### src/rtl/ihl_pkg.sv
// Package: shared types, constants and hex decode for the Intel HEX loader.
package ihl_pkg;

  // Phase of the record parser.
  typedef enum logic [2:0] {
    PH_LINE_START = 3'd0,
    PH_COUNT      = 3'd1,
    PH_ADDRESS    = 3'd2,
    PH_TYPE       = 3'd3,
    PH_DATA       = 3'd4,
    PH_SKIP       = 3'd5,
    PH_STOPPED    = 3'd6
  } ihl_phase_t;

  // Result kinds.
  localparam logic [1:0] KIND_WRITE = 2'd0;
  localparam logic [1:0] KIND_END   = 2'd1;
  localparam logic [1:0] KIND_WARN  = 2'd2;

  // Characters and record types.
  localparam logic [7:0] CH_COLON  = 8'h3A;
  localparam logic [7:0] CH_LF     = 8'h0A;
  localparam logic [7:0] CH_CR     = 8'h0D;
  localparam logic [7:0] TYPE_DATA = 8'h00;
  localparam logic [7:0] TYPE_EOF  = 8'h01;

  typedef struct packed {
    ihl_phase_t  phase;
    logic [1:0]  nibble_count;
    logic [7:0]  byte_count;
    logic [15:0] record_address;
    logic [7:0]  type_byte;
    logic [7:0]  data_index;
    logic [15:0] partial_value;
    logic [16:0] last_end;
  } ihl_state_t;

  typedef struct packed {
    logic [1:0]  kind;
    logic [15:0] write_address;
    logic [7:0]  write_data;
    logic [16:0] load_end;
    logic [7:0]  record_type;
  } ihl_result_t;

  // Map an ASCII hex digit to its value; anything else reads as zero.
  function automatic logic [3:0] hex_nibble(input logic [7:0] c);
    logic [3:0] v;
    v = 4'd0;
    if (c >= 8'h30 && c <= 8'h39) begin
      v = 4'(c - 8'h30);
    end else if (c >= 8'h41 && c <= 8'h46) begin
      v = 4'(c - 8'h37);
    end else if (c >= 8'h61 && c <= 8'h66) begin
      v = 4'(c - 8'h57);
    end
    return v;
  endfunction

endpackage

### src/rtl/ihl_if.sv
// Interfaces: character input channel and result channel.
interface ihl_in_if;
  logic       valid;
  logic       ready;
  logic [7:0] character;

  modport source (output valid, output character, input ready);
  modport sink (input valid, input character, output ready);
endinterface

interface ihl_out_if;
  logic        valid;
  logic        ready;
  logic [1:0]  kind;
  logic [15:0] write_address;
  logic [7:0]  write_data;
  logic [16:0] load_end;
  logic [7:0]  record_type;

  modport source (output valid, output kind, output write_address, output write_data,
                  output load_end, output record_type, input ready);
  modport sink (input valid, input kind, input write_address, input write_data,
                input load_end, input record_type, output ready);
endinterface

### src/rtl/ihl_parse.sv
// Record parser step: next parser state and optional result for one character.
module ihl_parse #(
  parameter int ADDR_BITS = 16
) (
  input  ihl_pkg::ihl_state_t  state_i,
  input  logic [7:0]           character_i,
  output ihl_pkg::ihl_state_t  state_o,
  output logic                 res_valid_o,
  output ihl_pkg::ihl_result_t res_o
);

  localparam logic [15:0] ADDR_MASK = 16'((32'd1 << ADDR_BITS) - 32'd1);

  logic [15:0] pv;
  logic [1:0]  nc;
  logic [15:0] wr_addr;
  logic [7:0]  idx_inc;

  always_comb begin
    pv      = {state_i.partial_value[11:0], ihl_pkg::hex_nibble(character_i)};
    nc      = state_i.nibble_count + 2'd1;
    wr_addr = (state_i.record_address + {8'd0, state_i.data_index}) & ADDR_MASK;
    idx_inc = state_i.data_index + 8'd1;

    state_o     = state_i;
    res_valid_o = 1'b0;
    res_o       = '0;

    unique case (state_i.phase)
      ihl_pkg::PH_STOPPED: begin
        // hold until reset
      end
      ihl_pkg::PH_LINE_START: begin
        if (character_i == ihl_pkg::CH_COLON) begin
          state_o.phase         = ihl_pkg::PH_COUNT;
          state_o.nibble_count  = 2'd0;
          state_o.partial_value = 16'd0;
        end else if (character_i != ihl_pkg::CH_LF) begin
          state_o.phase = ihl_pkg::PH_SKIP;
        end
      end
      default: begin
        priority if (character_i == ihl_pkg::CH_LF) begin
          state_o.phase = ihl_pkg::PH_LINE_START;
        end else if (state_i.phase == ihl_pkg::PH_SKIP) begin
          // drop the rest of the line
        end else if (character_i == ihl_pkg::CH_CR) begin
          state_o.phase = ihl_pkg::PH_SKIP;
        end else begin
          state_o.partial_value = pv;
          state_o.nibble_count  = nc;
          unique case (state_i.phase)
            ihl_pkg::PH_COUNT: begin
              if (nc == 2'd2) begin
                state_o.byte_count    = pv[7:0];
                state_o.phase         = ihl_pkg::PH_ADDRESS;
                state_o.nibble_count  = 2'd0;
                state_o.partial_value = 16'd0;
              end
            end
            ihl_pkg::PH_ADDRESS: begin
              if (nc == 2'd0) begin
                state_o.record_address = pv;
                state_o.phase          = ihl_pkg::PH_TYPE;
                state_o.partial_value  = 16'd0;
              end
            end
            ihl_pkg::PH_TYPE: begin
              if (nc == 2'd2) begin
                state_o.type_byte     = pv[7:0];
                state_o.nibble_count  = 2'd0;
                state_o.partial_value = 16'd0;
                state_o.data_index    = 8'd0;
                res_o.record_type     = pv[7:0];
                res_o.load_end        = state_i.last_end;
                if (pv[7:0] == ihl_pkg::TYPE_DATA) begin
                  state_o.last_end = {1'b0, state_i.record_address}
                                   + {9'd0, state_i.byte_count} + 17'd1;
                  state_o.phase    = (state_i.byte_count == 8'd0) ?
                                     ihl_pkg::PH_SKIP : ihl_pkg::PH_DATA;
                end else if (pv[7:0] == ihl_pkg::TYPE_EOF) begin
                  state_o.phase = ihl_pkg::PH_STOPPED;
                  res_valid_o   = 1'b1;
                  res_o.kind    = ihl_pkg::KIND_END;
                end else begin
                  state_o.phase = ihl_pkg::PH_SKIP;
                  res_valid_o   = 1'b1;
                  res_o.kind    = ihl_pkg::KIND_WARN;
                end
              end
            end
            ihl_pkg::PH_DATA: begin
              if (nc == 2'd2) begin
                state_o.nibble_count  = 2'd0;
                state_o.partial_value = 16'd0;
                state_o.data_index    = idx_inc;
                if (idx_inc >= state_i.byte_count) begin
                  state_o.phase = ihl_pkg::PH_SKIP;
                end
                res_valid_o         = 1'b1;
                res_o.kind          = ihl_pkg::KIND_WRITE;
                res_o.write_address = wr_addr;
                res_o.write_data    = pv[7:0];
                res_o.load_end      = state_i.last_end;
                res_o.record_type   = state_i.type_byte;
              end
            end
            default: begin
              state_o.phase = ihl_pkg::PH_SKIP;
            end
          endcase
        end
      end
    endcase
  end

endmodule

### src/rtl/intel_hex_loader.sv
// Top level: Intel HEX text stream in, memory write / end / warning items out.
//
// Intel HEX loader. Feed the text of a HEX file one character per item on
// in_ch; each data byte of a type 00 record comes out on out_ch as a write
// item (kind 0) at record address plus byte index, wrapped to ADDR_BITS bits,
// carrying the load end (address + count + 1 of the latest data record). A
// type 01 record yields one end item (kind 1) and the block then ignores all
// further characters until reset; any other type yields a warning item
// (kind 2) with the type byte and its body is skipped. Only lines that start
// with ':' are parsed, non-hex digits read as zero, the checksum is ignored,
// and a line feed or carriage return inside a record cuts it short. The
// block takes one character every clock while out_ch does not hold it back:
// an input register holds the character, the parser updates its state in one
// pass, and a result register presents the item. While a result waits
// unclaimed the empty input register still takes one more character, then
// in_ch ready stays low until out_ch ready returns.
module intel_hex_loader #(
  parameter int ADDR_BITS = 16
) (
  input  logic             clk,
  input  logic             rst_n,
  ihl_in_if.sink           in_ch,
  ihl_out_if.source        out_ch
);

  logic                 in_valid_r;
  logic [7:0]           in_char_r;
  ihl_pkg::ihl_state_t  state_r;
  ihl_pkg::ihl_state_t  state_nxt;
  logic                 res_valid;
  ihl_pkg::ihl_result_t res;
  logic                 out_valid_r;
  ihl_pkg::ihl_result_t out_res_r;
  logic                 advance;

  // Advance the held character when the result register is free or draining.
  assign advance     = !out_valid_r || out_ch.ready;
  assign in_ch.ready = !in_valid_r || advance;

  ihl_parse #(
    .ADDR_BITS (ADDR_BITS)
  ) u_parse (
    .state_i     (state_r),
    .character_i (in_char_r),
    .state_o     (state_nxt),
    .res_valid_o (res_valid),
    .res_o       (res)
  );

  // Input register.
  always_ff @(posedge clk) begin
    if (!rst_n) begin
      in_valid_r <= 1'b0;
    end else if (in_ch.ready) begin
      in_valid_r <= in_ch.valid;
    end
  end

  always_ff @(posedge clk) begin
    if (in_ch.ready && in_ch.valid) begin
      in_char_r <= in_ch.character;
    end
  end

  // Parser state: update only when the held character is consumed.
  always_ff @(posedge clk) begin
    if (!rst_n) begin
      state_r <= '{phase: ihl_pkg::PH_LINE_START, default: '0};
    end else if (in_valid_r && advance) begin
      state_r <= state_nxt;
    end
  end

  // Result register.
  always_ff @(posedge clk) begin
    if (!rst_n) begin
      out_valid_r <= 1'b0;
    end else if (advance) begin
      out_valid_r <= in_valid_r && res_valid;
    end
  end

  always_ff @(posedge clk) begin
    if (advance && in_valid_r && res_valid) begin
      out_res_r <= res;
    end
  end

  assign out_ch.valid         = out_valid_r;
  assign out_ch.kind          = out_res_r.kind;
  assign out_ch.write_address = out_res_r.write_address;
  assign out_ch.write_data    = out_res_r.write_data;
  assign out_ch.load_end      = out_res_r.load_end;
  assign out_ch.record_type   = out_res_r.record_type;

endmodule
### src/flat_wrapper.sv
// flat-port wrapper written by rule: the top's interface ports become plain ports
module intel_hex_loader_flat 
#(
  parameter int ADDR_BITS = 16
)
  (clk, rst_n, in_ch_valid, in_ch_character, in_ch_ready, out_ch_valid, out_ch_kind, out_ch_write_address, out_ch_write_data, out_ch_load_end, out_ch_record_type, out_ch_ready);
  ihl_in_if in_ch_i ();
  ihl_out_if out_ch_i ();
  input  logic clk;
  input  logic rst_n;
  input wire logic [$bits(in_ch_i.valid)-1:0] in_ch_valid;
  input wire logic [$bits(in_ch_i.character)-1:0] in_ch_character;
  output wire logic [$bits(in_ch_i.ready)-1:0] in_ch_ready;
  output wire logic [$bits(out_ch_i.valid)-1:0] out_ch_valid;
  output wire logic [$bits(out_ch_i.kind)-1:0] out_ch_kind;
  output wire logic [$bits(out_ch_i.write_address)-1:0] out_ch_write_address;
  output wire logic [$bits(out_ch_i.write_data)-1:0] out_ch_write_data;
  output wire logic [$bits(out_ch_i.load_end)-1:0] out_ch_load_end;
  output wire logic [$bits(out_ch_i.record_type)-1:0] out_ch_record_type;
  input wire logic [$bits(out_ch_i.ready)-1:0] out_ch_ready;
  assign in_ch_i.valid = in_ch_valid;
  assign in_ch_i.character = in_ch_character;
  assign in_ch_ready = in_ch_i.ready;
  assign out_ch_valid = out_ch_i.valid;
  assign out_ch_kind = out_ch_i.kind;
  assign out_ch_write_address = out_ch_i.write_address;
  assign out_ch_write_data = out_ch_i.write_data;
  assign out_ch_load_end = out_ch_i.load_end;
  assign out_ch_record_type = out_ch_i.record_type;
  assign out_ch_i.ready = out_ch_ready;
  intel_hex_loader #(.ADDR_BITS(ADDR_BITS)) u_core (.clk(clk), .rst_n(rst_n), .in_ch(in_ch_i), .out_ch(out_ch_i));
endmodule
### config.mk
export PLATFORM = sky130hd
export DESIGN_NAME = intel_hex_loader_flat
export DESIGN_NICKNAME = d
export VERILOG_FILES = /design/src/rtl/ihl_pkg.sv /design/src/rtl/ihl_if.sv /design/src/rtl/ihl_parse.sv /design/src/rtl/intel_hex_loader.sv /design/src/flat_wrapper.sv
export SDC_FILE = /design/constraint.sdc
export NUM_CORES = 1
export LEC_CHECK = 0
export BUFFER_PORTS_ARGS = -buffer_cell sky130_fd_sc_hd__buf_2
export CAP_MARGIN = 20
export CORE_MARGIN = 4
export CORE_UTILIZATION = 50
export DETAILED_ROUTE_END_ITERATION = 8
export GPL_ROUTABILITY_DRIVEN = 0
export PLACE_DENSITY_LB_ADDON = 0.05
export SYNTH_ARGS = -nofsm -noshare
export SYNTH_HDL_FRONTEND = slang
export SYNTH_SLANG_ARGS = --single-unit
### constraint.sdc
create_clock -name clk -period 4.5 [get_ports clk]
set_input_delay 0.45 -clock clk [delete_from_list [all_inputs] [get_ports clk]]
set_output_delay 0.45 -clock clk [all_outputs]
set_load 0.005 [all_outputs]
==> results of run 1 <==
[state kept, by name, indices dropped and copies added, names as in the netlist]
signal,cells
u_core.in_valid_r,1
u_core.in_char_r,8
u_core.out_ch.kind,2
u_core.out_ch.write_data,8
u_core.out_ch.record_type,8
u_core.out_ch.write_address,16
u_core.out_ch.valid,1
u_core.out_ch.load_end,17
u_core.state_r,74
[cells by family (layout without fill, tap and decap cells)]
family          count (synthesis)  after routing  synth area share (%)
xor+xnor                       25             25                  3.15
buf+inv                        62            132                  4.07
mux                            32             32                  4.81
flops                         135            135                  47.4
fa+ha+maj                      34             34                  6.34
simple gates                  245            245                  18.1
compound gates                160            160                  16.2
other cells                     0              1                     0
[cell type report]
class                           count  area share (%)
Sequential cell                   135            41.4
Timing Repair Buffer               72            4.78
Clock buffer                       17            5.34
Inverter                           28            1.32
Antenna cell                        1          0.0314
Multi-Input combinational cell    496            42.5
Clock inverter                     15            1.89
Tap cell                          176            2.77
[worst max-delay path: cells and delay by family, from the launching register on]
kind / cells / cell delay, ns
AOI/OAI and AO/OA: 2 / 0.40
buffers and inverters: 2 / 0.62
adders and majority gates: 1 / 0.27
DFF: 1 / 0.49
and+or+nand+nor: 4 / 1.56
[stage by stage]
| step | instance area, um2 | hold WS, ns |
|---|---|---|
| final | 7960 | 0.203 |
| after global routing | 7960 | 0.187 |
| after CTS | 7950 | 0.190 |
| after detailed placement | 7380 | 0.449 |
| after global placement | 7380 | 0.448 |
| after floorplan | 6950 | 0.437 |
[report_power, final]
group	switching, W	leakage, nW	internal, W
sequential	0.0000228	1.14	0.00128
clock	0.000542	0.281	0.000816
combinational	0.0000734	1.46	0.0000412
[per-layer routing]
metal | vias to the layer above | global-route usage, % | part of all wire [%]
met3 | 23 | 4.28 | 4.8
li1 | 2609 | - | -
met5 | - | 0 | 0
met2 | 150 | 33.6 | 48
met4 | 0 | 7.00 | 1.8
met1 | 2514 | 27.2 | 45
[path summary, 6_finish.rpt]
| check | startpoint | endpoint | slack, ns |
|---|---|---|---|
| min | in_ch_character[2] | u_core.in_char_r[2] | 0.20 |
| max reg2reg | u_core.in_char_r[1] | u_core.out_ch.load_end[0] | 0.77 |
| min reg2reg | u_core.state_r[45] | u_core.state_r[45] | 0.46 |
| max | u_core.in_char_r[1] | u_core.out_ch.load_end[0] | 0.77 |
[placed cells by master, fill, tap and decap left out, drive strengths merged, types with 7 or more instances in the layout]
cell and count:
xor2 9, nor2 96, xnor2 16, a22oi 20
o21ai 33, a21o 10, and2 28, clkbuf 17
or3 10, nor3 12, nand3 7, mux2i 31
a21oi 42, ha 32, edfxtp 59, clkinv 9
inv 31, a211oi 16, nand2b 12, buf 72
dfxtp 76, nand2 38
[synthesized netlist by cell type, types with 7 or more instances]
master	instances	area, um2
ha_1	32	400
nand3_1	7	35.0
a22oi_1	20	150
dfxtp_1	76	1520
and2_1	28	175
mux2i_1	30	300
edfxtp_1	59	1770
nor2_1	94	353
xnor2_1	16	140
nand2b_1	12	75.1
nand2_1	37	139
a211oi_1	13	97.6
buf_2	10	50.1
nor3_1	10	50.1
a21o_1	10	75.1
or3_1	10	62.6
xor2_1	9	78.8
o21ai_0	32	160
inv_1	27	101
clkbuf_1	18	67.6
a21oi_1	42	210
==> impl_metrics.ini, run 1 <==
[status]
status = completed

[timing]
setup_viol = 0
drv_slew = 0
setup_tns_ns = 0
slew_headroom_pct = 39.4
layout_setup_ws_ns = 0.768
hold_viol = 0
finalCritPeriodShare_pct = 82.9
finalClockSkew_ns = 0.00703
worstMarginPinSlew_ns = 0.903
fmax_ghz = 0.268
finalCriticalPeriod_ns = 3.73
grt_setup_unrepaired = false

[finish]
syn_to_final_growth_pct = 14.6
drive_gt1_share_pct = 16.6
fin_cells = 940
layout.area.seq_um2 = 3290
multiInputGateArea_um2 = 3390
num-fill-cells = 1154
finalNetCount = 796
utilization_pct = 59.4

[die]
core_area_um2 = 13400
rows = 42
start_util_pct = 51.8
die_y_um = 126
die-area_um2 = 15800
die_x_um = 126
ios = 65

[worst_setup_path]
cp.required_ns = 4.56
crit_path_max_incr_delay_ns = 0.64
crit_type = reg -> reg
crit_chain = inv_1, ha_1, nor3b_1, nor4_1, and2_1, a21o_1, o21ai_0, nand2_2, buf_4
r2r_cells = 9
cp_slowest_cell = nor4_1
path_max_fanout = 38
arrival_ns = 3.79
critPathCaptureType = register
cp-start-kind = register

[clock_tree]
path_clk_slew_ns = 0.06
cts_hold_buf = 0
cts_buffers = 17
root_buffer = clkbuf_16
h-tree-depth = 4
max-clock-path-buffers = 2
cts-resized-gates = 0
cts_tree = yes
numClockSinks = 135
clock_latency_ns = 0.42
post_cts_buffers = 0

[job]
max_cap_violations = 0

[min_path]
hp-class = in -> reg
hold_depth = 1

[placed_design]
dpl.hpwl_um = 11600
numPortBuffers = 64
pre_cts_slack_ns = 0.846
placed_cells = 906

[power_and_ir_drop]
power_w = 0.00278
power.leakage_nw = 2.88
vdd_drop_max_mv = 0.248
powerDensity_nw_per_um2 = 349

[logic_synthesis]
syn_avg_cell_area_um2 = 10.0
syn-instance-count = 693
synth_seq_cells = 135
synth_flop_cell = dfxtp_1
synth_cell_type_count = 76
synthArstFlopShare_pct = 0
syn_nets = 739
ys_seq_area_share_pct = 47.4
yosys_warnings = 0
synthesis.area_um2 = 6950
synth-edff-count = 59

[global_route]
grt_pass1_wl_um = 26300
antenna_found_initial = 0
grt_max_degree = 71
grt_pass1_vias = 5148
track_usage_pct = 20.5
grt-ovfl-total = 0

[drt]
drcViolationCount = 0
drt-total-wl_um = 16000
dr.pass1.iters = 5
ant_nets = 0
via_per_inst = 5.63
wire_per_inst_um = 17.0
vias = 5296
drtIter0Drc = 385
No activity file was read; power rests on OpenSTA's default activity.
==> inputs of run 2 (changes only) <==
Clock period 4.5 ns to 3.4 ns, I/O delays scaled along.
==> impl_metrics.ini, run 2 (synthesized netlist as in run 1, its figures left out) <==
[power_and_ir_drop]
power_w = 0.00386
power.switching_w = 0.000850
power.leakage_nw = 2.94
combPwrFrac_pct = 4.4
vdd_drop_max_mv = 0.254
powerDensity_nw_per_um2 = 476
p_seq_share_pct = 44.5
internal_power_w = 0.00301
sw_frac_of_total_pct = 22.0
p_clk_share_pct = 51.1

[global_route]
antenna_found_initial = 0
grt-ovfl-total = 0
grt_max_degree = 50
track_usage_pct = 20.5
grt_pass1_vias = 5231
grt_pass1_wl_um = 26200

[drt]
vias = 5382
drcViolationCount = 0
wire_per_inst_um = 16.7
via_per_inst = 5.68
dr.pass1.iters = 7
ant_nets = 0
drt-total-wl_um = 15900
drtIter0Drc = 442

[finish]
num_antenna_cells = 0
num-fill-cells = 1162
drive_gt1_share_pct = 18.0
largest_register = u_core.state_r
syn_to_final_growth_pct = 16.7
largest_reg_flops = 74
fin_cells = 948
finalNetCount = 805
layout_commonest_cell = nor2_1
utilization_pct = 60.5
layout_common_cells = nor2_1 (94), dfxtp_1 (76), buf_2 (64)

[worst_setup_path]
crit_type = reg -> reg
arrival_ns = 3.19
critPathCaptureType = register
reg2reg_slack_ns = 0.38
cp.required_ns = 3.56
reg2reg_from = u_core.in_char_r[1]
path_max_fanout = 38
crit_start = u_core.in_char_r[1]
cp-start-kind = register

[timing]
finalClockSkew_ns = 0.00584
setup_tns_ns = 0
worstMarginPinSlew_ns = 0.894
hold_slack_ns = 0.0908
finalCritPeriodShare_pct = 88.9
fmax_ghz = 0.331
hold_viol = 0
finalCriticalPeriod_ns = 3.02
drv_slew = 0
grt_setup_unrepaired = false
setup_viol = 0
slew_headroom_pct = 39.9

[clock_tree]
post_cts_buffers = 0
cts_buffers = 17
cts_hold_buf = 0
numClockSinks = 135
cts_tree = yes
cts-resized-gates = 0
root_buffer = clkbuf_16
h-tree-depth = 4
max-clock-path-buffers = 2
clock_latency_ns = 0.42
path_clk_slew_ns = 0.06

[die]
rows = 42
start_util_pct = 51.8
die_y_um = 126
die-area_um2 = 15800
core_area_um2 = 13400
ios = 65
die_x_um = 126

[status]
status = completed

[job]
max_cap_violations = 0

[placed_design]
numPortBuffers = 64
placed_cells = 914
dpl.hpwl_um = 11700

[min_path]
hp-class = in -> reg
hp-start = in_ch_character[5]
==> run 2: metal layers <==
metal / GRT usage [%] / wire (um) / share of wire, % / vias up
met2: 33.3 / 7530 / 47 / 179
met1: 27.2 / 7140 / 45 / 2533
met3: 4.70 / 919 / 5.8 / 33
met4: 6.88 / 267 / 1.7 / 0
li1: - / - / - / 2637
met5: 0 / 0 / 0 / -
==> run 2: path summary, 6_finish.rpt <==
path                                       end  cells after the start
setup / recovery  u_core.out_ch.record_type[2]                      9
hold / removal             u_core.in_char_r[5]                      1
setup reg to reg  u_core.out_ch.record_type[2]                      9
hold reg to reg             u_core.state_r[46]                      2
==> run 2: power by group through the flow <==
stage          Combinational, W  Sequential (W)  Clock [W]
2_1_floorplan          0.000133         0.00174          0
3_3_place_gp           0.000164         0.00175          0
3_5_place_dp           0.000168         0.00175          0
4_1_cts                0.000169         0.00172    0.00199
5_1_grt                0.000186         0.00172    0.00207
6_report               0.000171         0.00172    0.00197
==> run 2: cell type report <==
cell class	instances	area [um2]	share of cell area (%)
Timing Repair Buffer	81	460	5.68
Tap cell	176	220	2.72
Multi-Input combinational cell	496	3390	41.8
Sequential cell	135	3290	40.6
Clock inverter	14	195	2.41
Inverter	28	105	1.30
Clock buffer	18	439	5.42
==> run 2: metrics by stage <==
| step | setup WS [ns] | cell area (um2) |
|---|---|---|
| 6_report | 0.379 | 8110 |
| 3_5_place_dp | 0.152 | 7450 |
| 5_1_grt | 0.102 | 8110 |
| 2_1_floorplan | 0.460 | 6950 |
| 3_3_place_gp | 0.361 | 7450 |
| 4_1_cts | 0.133 | 8080 |
==> run 2: worst max-delay path, cell delays in order, from the launching register on <==
cell      delay [ns]
edfxtp_1        0.46
inv_1           0.11
ha_1            0.26
o21bai_1        0.27
a21oi_1         0.15
a21o_1          0.27
a21o_1          0.21
o21ai_0         0.34
nand2_2         0.36
buf_12          0.30
==> inputs of run 3 (changes only) <==
Clock period 3.4 ns to 3.45 ns, I/O delays scaled along.
==> impl_metrics.ini, run 3 (synthesized netlist as in run 1, its figures left out) <==
[placed_design]
dpl.hpwl_um = 11600
numPortBuffers = 64
placed_cells = 910
placed_area_um2 = 7420

[timing]
grt_setup_unrepaired = false
finalCritPeriodShare_pct = 90.1
setup_viol = 0
drv_slew = 0
finalClockSkew_ns = 0.00992
worstMarginPinSlew_ns = 0.983
hold_viol = 0
finalCriticalPeriod_ns = 3.11
setup_tns_ns = 0
fmax_ghz = 0.322
slew_headroom_pct = 34.0

[drt]
ant_nets = 0
drcViolationCount = 0
via_per_inst = 5.64
drtIter0Drc = 420
dr.pass1.iters = 5
wire_per_inst_um = 16.9
vias = 5326
drt-total-wl_um = 16000

[worst_setup_path]
arrival_ns = 3.22
cp.required_ns = 3.56
crit_type = reg -> reg
cp_slowest_cell = a211oi_1
path_max_fanout = 38
cp-start-kind = register
critPathCaptureType = register
crit_path_max_incr_delay_ns = 0.56
crit_chain = inv_1, ha_1, o21bai_1, a211oi_1, a31o_2, o21ai_0, nand2_2, buf_12

[finish]
multiInputGateArea_um2 = 3400
drive_gt1_share_pct = 17.4
finish.instance_area_um2 = 8070
num-fill-cells = 1139
syn_to_final_growth_pct = 16.1
num_antenna_cells = 0
fin_cells = 944
layout_common_cells = nor2_1 (94), dfxtp_1 (76), buf_2 (64)
largest_register = u_core.state_r
utilization_pct = 60.2
finalNetCount = 801
layout.area.seq_um2 = 3290
largest_reg_flops = 74
layout_commonest_cell = nor2_1

[power_and_ir_drop]
vdd_drop_max_mv = 0.338
powerDensity_nw_per_um2 = 462
power_w = 0.00373
power.leakage_nw = 2.91

[clock_tree]
cts_hold_buf = 0
root_buffer = clkbuf_16
clock_latency_ns = 0.42
cts_buffers = 17
path_clk_slew_ns = 0.06
post_cts_buffers = 0
cts_tree = yes
cts-resized-gates = 0
numClockSinks = 135
max-clock-path-buffers = 2
h-tree-depth = 4

[die]
ios = 65
die-area_um2 = 15800
start_util_pct = 51.8
die_x_um = 126
core_area_um2 = 13400
die_y_um = 126
rows = 42

[job]
max_cap_violations = 0

[status]
status = completed

[global_route]
track_usage_pct = 20.7
grt_pass1_vias = 5098
grt-ovfl-total = 0
antenna_found_initial = 0
grt_max_degree = 50
grt_pass1_wl_um = 26300

[min_path]
hp-class = in -> reg
-- run 3: cell types whose count changed in the layout (fill, tap and decap cells not counted), sizes merged --
| cell | change |
|---|---|
| clkbuf | +3 |
| buf | -4 |
| bufinv | -2 |
| clkinvlp | -1 |
-- run 3: area by class of cell --
cell class	instances	area share [%]
clock buffer	21	5.99
timing repair buffer	77	5.38
multi-input combinational	496	42.1
inverter	28	1.30
tap	176	2.73
sequential	135	40.8
clock inverter	11	1.67
-- run 3: power breakdown --
group	switching, W	internal, W
Clock	0.000706	0.00116
Sequential	0.0000210	0.00167
Combinational	0.000107	0.0000604
-- run 3: through the flow --
step	hold slack [ns]	setup slack, ns
floorplan	0.437	0.0490
global placement	0.451	0.370
detailed placement	0.449	0.164
CTS	0.0781	0.137
global route	0.0745	0.170
finish	0.0972	0.341
-- run 3: layer usage --
layer | vias up | routed length (um) | global-route usage (%)
met4 | 0 | 357 | 8.20
met1 | 2491 | 7200 | 27.0
met3 | 27 | 878 | 4.53
met2 | 174 | 7560 | 33.6
met5 | - | 0 | 0
li1 | 2634 | - | -
-- run 3: worst paths after layout --
| path | startpoint | endpoint | slack (ns) | cells past startpoint |
|---|---|---|---|---|
| worst max-delay path | u_core.in_char_r[1] | u_core.out_ch.record_type[2] | 0.34 | 8 |
| worst min-delay path | in_ch_character[4] | u_core.in_char_r[4] | 0.1 | 1 |
| worst max register to register | u_core.in_char_r[1] | u_core.out_ch.record_type[2] | 0.34 | 8 |
| worst min register to register | u_core.state_r[45] | u_core.state_r[45] | 0.46 | 2 |
-- run 3: critical path, delay by kind of cell, from the launching register on --
| family | cells | cell delay [ns] |
|---|---|---|
| AO/OA/AOI/OAI | 4 | 1.19 |
| AND/OR/NAND/NOR | 1 | 0.44 |
| buffers and inverters | 2 | 0.42 |
| flip-flops | 1 | 0.48 |
| adder cells (fa/ha/maj) | 1 | 0.26 |
